File: src/hw/rtl/swmm_pkg.sv
// ----------------------------------------------------------------------------
// swmm_pkg: shared types and constants of the slide window check
// Holds the fixed field widths, the register indexes, the reset values of the
// configuration registers and the word that travels down the row of cells.
// ----------------------------------------------------------------------------
package swmm_pkg;

    // Address arithmetic is done at 49 bits so that no window or descriptor
    // end ever wraps.
    localparam int ADDR_W     = 49;
    localparam int START_W    = 48;
    localparam int PAGES_W    = 36;
    localparam int PAGE_SHIFT = 12;
    localparam int BASE_W     = 32;
    localparam int STEP_W     = 24;
    localparam int SPAN_W     = 32;
    localparam int COV_W      = SPAN_W + 1;
    localparam int MASK_W     = 64;
    localparam int COUNT_W    = 9;
    localparam int CHUNK_W    = 2;
    localparam int CHUNK_MAX  = 4;
    localparam int CFG_ADDR_W = 3;
    localparam int CFG_DATA_W = 32;

    // Slides from this number up move past the reserved graphics range in
    // the alternate CPU mode.
    localparam int                UPPER_SLIDE_FIRST = 128;
    localparam logic [BASE_W-1:0] UPPER_SLIDE_SHIFT = 32'h1020_0000;

    localparam logic [BASE_W-1:0] BASE_RESET = 32'h0010_0000;
    localparam logic [STEP_W-1:0] STEP_RESET = 24'h20_0000;
    localparam logic [SPAN_W-1:0] SPAN_RESET = 32'h0200_0000;

    typedef enum logic [CFG_ADDR_W-1:0] {
        REG_ALT_CPU_MODE = 3'd0,
        REG_KERNEL_BASE  = 3'd1,
        REG_SLIDE_STEP   = 3'd2,
        REG_KERNEL_SPAN  = 3'd3
    } cfg_index_t;

    typedef struct packed {
        logic              alt_cpu_mode;
        logic [BASE_W-1:0] kernel_base;
        logic [STEP_W-1:0] slide_step;
        logic [SPAN_W-1:0] kernel_span;
    } cfg_t;

    // One descriptor on its way down the row, together with the window of the
    // cell that it is about to visit.
    typedef struct packed {
        logic              valid;
        logic              last;
        logic              free;
        logic [ADDR_W-1:0] dstart;
        logic [ADDR_W-1:0] dend;
        logic [ADDR_W-1:0] wstart;
        logic [ADDR_W-1:0] wend;
    } item_t;

endpackage

File: src/hw/rtl/swmm_cell.sv
// ----------------------------------------------------------------------------
// swmm_cell: one slide of the window check
// Holds the ok bit and the free byte count of one slide window, applies each
// passing descriptor in two steps and hands the descriptor to the next cell.
// ----------------------------------------------------------------------------
module swmm_cell #(
    parameter int IDX   = 0,
    parameter int CNT_W = 9
) (
    input  logic              aclk,
    input  logic              aresetn,
    input  swmm_pkg::cfg_t    cfg,
    input  swmm_pkg::item_t   item_in,
    output swmm_pkg::item_t   item_out,
    input  logic [CNT_W-1:0]  cnt_in,
    output logic [CNT_W-1:0]  cnt_out,
    output logic              fin,
    output logic              res
);
    import swmm_pkg::*;

    // In the alternate CPU mode the next slide's window jumps by the extra
    // shift when it is the first upper slide.
    localparam logic [ADDR_W-1:0] SHIFT_ADD =
        (IDX + 1 == UPPER_SLIDE_FIRST) ? ADDR_W'(UPPER_SLIDE_SHIFT) : '0;

    item_t              item_reg;
    logic               a_valid_reg;
    logic               a_last_reg;
    logic               a_hit_reg;
    logic               a_free_reg;
    logic [SPAN_W-1:0]  a_ovl_reg;
    logic               ok_reg;
    logic [COV_W-1:0]   cov_reg;
    logic               res_reg;
    logic [CNT_W-1:0]   cnt_reg;

    logic               hit;
    logic [ADDR_W-1:0]  lo;
    logic [ADDR_W-1:0]  hi;
    logic [ADDR_W-1:0]  ovl_full;
    logic [ADDR_W-1:0]  inc;
    logic [COV_W:0]     sum;
    logic [COV_W:0]     span_wide;
    logic               upd;
    logic               kill;
    logic               ok_next;
    logic [COV_W-1:0]   cov_next;
    logic               valid_bit;
    logic               fin_now;

    // First step: overlap test and clipped overlap length.
    always_comb begin
        hit = (item_reg.dstart < item_reg.wend) && (item_reg.dend > item_reg.wstart);
        lo  = (item_reg.dstart > item_reg.wstart) ? item_reg.dstart : item_reg.wstart;
        hi  = (item_reg.dend < item_reg.wend) ? item_reg.dend : item_reg.wend;
        ovl_full = hi - lo;
    end

    // Window of the following cell.
    always_comb begin
        inc = ADDR_W'(cfg.slide_step) + (cfg.alt_cpu_mode ? SHIFT_ADD : '0);
        item_out        = item_reg;
        item_out.wstart = item_reg.wstart + inc;
        item_out.wend   = item_reg.wend + inc;
    end

    always_ff @(posedge aclk) begin
        if (!aresetn) begin
            item_reg.valid <= 1'b0;
            a_valid_reg    <= 1'b0;
        end else begin
            item_reg    <= item_in;
            a_valid_reg <= item_reg.valid;
        end
    end

    always_ff @(posedge aclk) begin
        a_last_reg <= item_reg.last;
        a_hit_reg  <= hit;
        a_free_reg <= item_reg.free;
        a_ovl_reg  <= ovl_full[SPAN_W-1:0];
    end

    // Second step: fold the overlap into the slide state. The count saturates
    // one above the span so that an excess never reads as an exact fit.
    always_comb begin
        sum       = {1'b0, cov_reg} + (COV_W + 1)'(a_ovl_reg);
        span_wide = (COV_W + 1)'(cfg.kernel_span);
        upd       = a_valid_reg && a_hit_reg && a_free_reg;
        kill      = a_valid_reg && a_hit_reg && !a_free_reg;
        ok_next   = ok_reg && !kill;
        if (!upd) begin
            cov_next = cov_reg;
        end else if (sum > span_wide) begin
            cov_next = COV_W'(cfg.kernel_span) + COV_W'(1);
        end else begin
            cov_next = sum[COV_W-1:0];
        end
        valid_bit = ok_next && (upd ? (sum == span_wide)
                                    : (cov_reg == COV_W'(cfg.kernel_span)));
        fin_now   = a_valid_reg && a_last_reg;
    end

    always_ff @(posedge aclk) begin
        if (!aresetn) begin
            ok_reg  <= 1'b1;
            cov_reg <= '0;
        end else if (fin_now) begin
            ok_reg  <= 1'b1;
            cov_reg <= '0;
        end else begin
            ok_reg  <= ok_next;
            cov_reg <= cov_next;
        end
    end

    // The running count of valid slides follows the final descriptor down
    // the row one cell behind it.
    always_ff @(posedge aclk) begin
        if (fin_now) begin
            res_reg <= valid_bit;
            cnt_reg <= cnt_in + CNT_W'(valid_bit);
        end
    end

    assign cnt_out = cnt_reg;
    assign res     = res_reg;
    assign fin     = fin_now;

endmodule
File: config.mk
export PLATFORM = sky130hd
export DESIGN_NAME = swmm_cell
export DESIGN_NICKNAME = d
export VERILOG_FILES = /design/src/hw/rtl/swmm_pkg.sv /design/src/hw/rtl/swmm_cell.sv
export SDC_FILE = /design/constraint.sdc
export NUM_CORES = 1
export LEC_CHECK = 0
export BUFFER_PORTS_ARGS = -buffer_cell sky130_fd_sc_hd__buf_4
export CELL_PAD_IN_SITES_DETAIL_PLACEMENT = 0
export CELL_PAD_IN_SITES_GLOBAL_PLACEMENT = 1
export CORE_MARGIN = 5
export CORE_UTILIZATION = 30
export CTS_BUF_LIST = sky130_fd_sc_hd__clkbuf_8 sky130_fd_sc_hd__clkbuf_16
export DETAILED_ROUTE_END_ITERATION = 8
export PLACE_DENSITY_LB_ADDON = 0.2
export SETUP_SLACK_MARGIN = 0.1
export SYNTH_ARGS = -nofsm -noshare
export SYNTH_HDL_FRONTEND = slang
export SYNTH_SLANG_ARGS = --single-unit
File: constraint.sdc
create_clock -name aclk -period 6.6 [get_ports aclk]
set_input_delay 0.66 -clock aclk [delete_from_list [all_inputs] [get_ports aclk]]
set_output_delay 0.66 -clock aclk [all_outputs]
set_load 0.02 [all_outputs]
* After elaboration in Yosys (flattened, before gate mapping) *
Index checks and enable logic that the tools add are counted.

word-level totals
  bits in registers = 279
  bits of input ports = 299
  output and inout bits = 210
  logic and storage cells = 44

cells by class
  add/subtract/negate cells = 6
  order comparisons = 5
  equality and inequality tests = 2
  mux-type cells = 4
  bitwise logic cells = 1
  reductions and logical operators = 10

operators by type and width
  kind                   count
  $add 49x24->49         2
  $gt 49x49->1           2
  $lt 49x49->1           2
  $mux 32                2
  $add 33x32->34         1
  $eq 34x32->1           1
  $gt 34x32->1           1
  $add 32x1->33 const B  1
  $eq 33x32->1           1
  $mux 33                1
  $sub 32x32->32         1
  $add 9x1->9            1
  $logic_and 1x1->1      7
  $logic_not 1->1        2
  $reduce_or 2->1        1
  $mux 1                 1
  $not 1->1              1

* Depth between registers and ports, before layout *
  word-level depth = 6
  gate-level depth with buffers = 25
  depth with buffers taken out = 24

* Worst setup path before layout *
No wires, ideal clock.

  kind = flip-flop to flip-flop
  start = register item_reg, in the netlist item_out[129]
  end = register a_ovl_reg[29]
  setup time = 86 ps
  data arrival time = 5050 ps
  required time = 6514 ps
  setup slack = 1465 ps
  cell stages (with the launch flop) = 21
  buffers on the path = 1
  clock period less this slack = 5135 ps
  path through = edfxtp_1 > ha_1 > nand4_1 > nor4_1 > nand2_1 > a21oi_1 > a311oi_1 > o21ai_1 > clkbuf_1 > mux2_2 > ha_1 > a21o_1 > a211o_1 > a211o_1 > a21o_1 > nand2_1 > o2111ai_1 > a31o_2 > a22oi_1 > mux2_2 > a211oi_1

on the way
  word-level cells in the longest chain between the ends = 3

ends and longest elaborated chain
  what                    line             source
  start, declared         swmm_cell.sv:27  item_t item_reg;
  start signal, assigned  swmm_cell.sv:73  item_reg <= item_in;
  $lt 49x49->1            swmm_cell.sv:56  hi = (item_reg.dend < item_reg.wend) ? item_reg.dend : item_reg.wend;
  $mux 32                 swmm_cell.sv:56
  $sub 32x32->32          swmm_cell.sv:57  ovl_full = hi - lo;
  via ovl_full[29]        swmm_cell.sv:41  logic [ADDR_W-1:0] ovl_full;
  end signal, assigned    swmm_cell.sv:82  a_ovl_reg <= ovl_full[SPAN_W-1:0];
  end, declared           swmm_cell.sv:32  logic [SPAN_W-1:0] a_ovl_reg;

The timed path passes the listed nets, and every way through them passes these cells.
A chain may end at the register's enable or synchronous reset.

* Worst setup path in the final report *
  start = register item_reg[34] in the netlist's numbering
  end = register a_ovl_reg[30]

Same word-level chain as after synthesis.

==> summary.md <==
| Metric | Value |
|---|---|
| Bufs and invs on worst path | 1 |
| IO Pins | 509 |
| Worst hold endpoint | item_reg[24]$_DFFE_PP_ |
| Slowest cell delay on critical path | 860 ps |
| Area of all placed cells without fillers | 0.0278 sq mm |
| Async S/R FF share, synth | 0% |
| HP Start | item_in[24] |
| Max_slew headroom | 20.7% |
| Vias in the first global route | 19500 |
| Distinct cells, synth | 67 |
| Worst vdd ir | 0.209 mV |
| Total number of vias | 18800 |
| Slowest-stage cell, CP | o21ai_0 |
| Total congestion overflow | 0 |
| HP Class | in2reg |
| FF-to-FF setup slack | 370 ps |
| Fill cells | 7534 |
| CTS clock-pin slew for the worst setup and hold paths | 60 ps |
| Die Ht | 284 um |
| Area delta synth->final | 23.7% |
| Initial antenna violation count | 3 |
| Antenna-violating nets left | 0 |
| GP Congestion | 0.898 |
| Sink Count | 279 |
| Initial DRT Pass Iterations | 5 |
| Final Cycle Share | 94.4% |
| Ratio of cells with drive above 1 in the final layout | 22.0% |
| Cell Pwr Density | 272 mW/mm^2 |
| Hold Fails Final Rpt | 0 |
| Die area | 0.0805 sq mm |
| R2r endpoint | a_ovl_reg[30]$_DFF_P_ |
| Critical Path RT | 7080 ps |
| Max-cap viol count | 0 |
| Status | finished, final reports clean |
| Rows | 100 |
| Yosys warns | 0 |
| CTS buffer count | 39 |
| Syn_nets | 2994 |
| Worst-Margin Slew | 1190 ps |
| Worst Hold Depth | 1 |
| Mapped Cells | 2351 |
| Largest area contributor in the netlist | edfxtp_1 |
| Cell mode on critical path | o21ai_0 |
| CP endpoint kind | register |
| Commonest register cell after synthesis | edfxtp_1 |
| Lkg Pwr | 0.0126 uW |
| Die Wd | 284 um |
| DP HPWL | 68600 um |
| Pre-CTS WS | 533 ps |
| Crit-path leading delay family | compound AO/OA/AOI/OAI gates |
| Final setup margin | 370 ps |
| Root Buffer | clkbuf_16 |
| CP max FO | 11 |
| R2R cell count | 20 |
| Final Setup Violations | 0 |
| Via/cell ratio | 5.02 |
| Startpoint types | register |
| Crit Path Category | reg2reg |
| Initial Util | 30.2% |
| Final #Nets | 3384 |
| H-Tree Depth | 2 |
| Register area share after synthesis | 34.1% |
| Post-synthesis instance area | 0.0225 sq mm |
| Overall Global Routing Usage | 19.5% |
| Final slew viol count | 0 |
| Drt drc | 0 |
| CP Cell Sequence | inv_1, ha_1, a211oi_1, o21bai_1, a211oi_1, o21ai_0, o211ai_1, o21ai_4, mux2_2, fa_1, a21o_1, a21oi_1, o21ai_0, a31oi_1, o31ai_1, a31o_2, a31o_2, a21oi_1, o21ai_0, xor2_1 |
| RSZ-0062 raised after global routing | no |
| Post-synth EDFFs | 208 |
| Setup TNS | 0 ps |
| Clock Path Buffers | 3 |
| Flops & latches, synth | 279 |
| Max reg flops | 101 |
| Largest net degree at the start of global routing | 143 |
| Post-Route Skew | 55.1 ps |
| Top cells by area, synth | edfxtp_1 28%, ha_1 19%, xnor2_1 6.7%, dfxtp_1 6.3%, a21oi_1 3.9% |
| Cts hold-fix bufs | 0 |
| Post-CTS resize count | 0 |
| Worst skew pair latency | 590 ps |
| Setup bufs post-CTS | 0 |
| Buffers added on ports | 475 |
| Worst r2r src | item_reg[34]$_DFFE_PP_ |
| Drt wl/cell | 21.9 um |
| Hold_ws | 236 ps |
| DP Area | 0.0265 sq mm |
| Highest clock rate | 161 MHz |
| Top-area cell type share of the netlist area | 27.8% |
| Core Area | 0.0743 sq mm |
| TritonCTS clock tree | yes |
| WL final | 81800 um |
| Min Tclk post-route | 6230 ps |
| Initial DRC count | 1135 |
| Worst path arrival time | 6710 ps |
| First-pass GRT wire length | 122000 um |
| Syn Area/Cell | 9.56 sq um |
cell type report:
type | count | area [sq um] | area share (%)
clock buffer | 42 | 1030 | 3.70
multi-input combinational | 1764 | 13300 | 47.9
antenna | 2 | 5.00 | 0.0180
sequential | 279 | 7670 | 27.6
clock inverter | 28 | 269 | 0.968
timing repair buffer | 487 | 3670 | 13.2
inverter | 170 | 638 | 2.30
tap | 969 | 1210 | 4.36
Yosys cell counts (all sizes together) (5+ instances only):
cell type  count
a211o          5
a211oi        20
a21o         111
a21oi        177
a31o           6
a31oi         10
and2          10
and3          21
and4           9
buf          109
clkbuf        29
dfxtp         71
edfxtp       208
ha           340
inv          170
mux2          32
mux2i          8
nand2        148
nand2b        19
nand3         83
nand4         71
nor2         144
nor2b         28
nor3          38
nor3b          5
nor4          19
o211ai        36
o21a          30
o21ai         95
o21bai        17
or2            8
or3            5
xnor2        173
xor2          43
kinds of logic (layout without fill, tap and decap cells):
logic type               after synthesis  after routing  synth area share, %
flip-flops                           279            279                 34.1
adder cells (fa/ha/maj)              344            344                 19.3
AO/OA/AOI/OAI                        553            553                 16.1
other                                  0              2                    0
AND/OR/NAND/NOR                      611            611                 13.3
buffers and inverters                308            727                 6.90
multiplexers                          40             40                 1.96
XOR/XNOR                             216            216                 8.42
stage by stage:
step / power, uW / utilization [%] / cells
3_3_place_gp: 5440 / 35.6 / 3669
5_1_grt: 8070 / 37.4 / 3740
3_5_place_dp: 5470 / 35.6 / 3669
4_1_cts: 7670 / 37.4 / 3739
2_1_floorplan: 4390 / - / 2351
6_report: 7570 / 37.4 / 3741
per-layer routing:
metal | vias to the layer above | share of wire, % | global-route usage [%]
li1 | 9282 | - | -
met1 | 8934 | 43 | 24.3
met2 | 469 | 50 | 34.7
met3 | 95 | 5.2 | 3.66
met4 | 2 | 2.3 | 4.83
met5 | - | 0.016 | 0
placed cells by master, fill, tap and decap left out, types with 43 or more instances in the layout:
cell,instances
xnor2_1,173
nand4_1,71
buf_4,485
a21o_1,111
o21ai_0,90
xor2_1,43
edfxtp_1,208
inv_1,178
ha_1,340
nor2_1,143
a21oi_1,175
dfxtp_1,71
nand3_1,83
nand2_1,148
how the worst max path moves through the flow:
stage          cells after the start                     from                    end
2_1_floorplan                     20  item_out[129]$_DFFE_PP_  a_ovl_reg[29]$_DFF_P_
3_3_place_gp                      19  item_out[134]$_DFFE_PP_  a_ovl_reg[30]$_DFF_P_
3_5_place_dp                      20   item_reg[34]$_DFFE_PP_  a_ovl_reg[30]$_DFF_P_
4_1_cts                           20   item_reg[34]$_DFFE_PP_  a_ovl_reg[30]$_DFF_P_
5_1_grt                           19  item_out[129]$_DFFE_PP_  a_ovl_reg[30]$_DFF_P_
6_report                          20   item_reg[34]$_DFFE_PP_  a_ovl_reg[30]$_DFF_P_
worst reg2reg max path: stages, from the launching register on:
cell and delay [ps]:
edfxtp_1 410, inv_1 100, ha_1 300, a211oi_1 70, o21bai_1 150, a211oi_1 90
o21ai_0 860, o211ai_1 340, o21ai_4 470, mux2_2 440, fa_1 460, a21o_1 200
a21oi_1 290, o21ai_0 180, a31oi_1 420, o31ai_1 260, a31o_2 320, a31o_2 230
a21oi_1 240, o21ai_0 130, xor2_1 150
where the power goes:
group	leakage [uW]	switching [uW]	internal (uW)	total (uW)
Clock	0.000655	878	1260	2130
Combinational	0.00933	1810	1290	3110
Sequential	0.00261	209	2120	2330
Total	0.0126	2900	4670	7570
(Power assumes the default switching activity.)
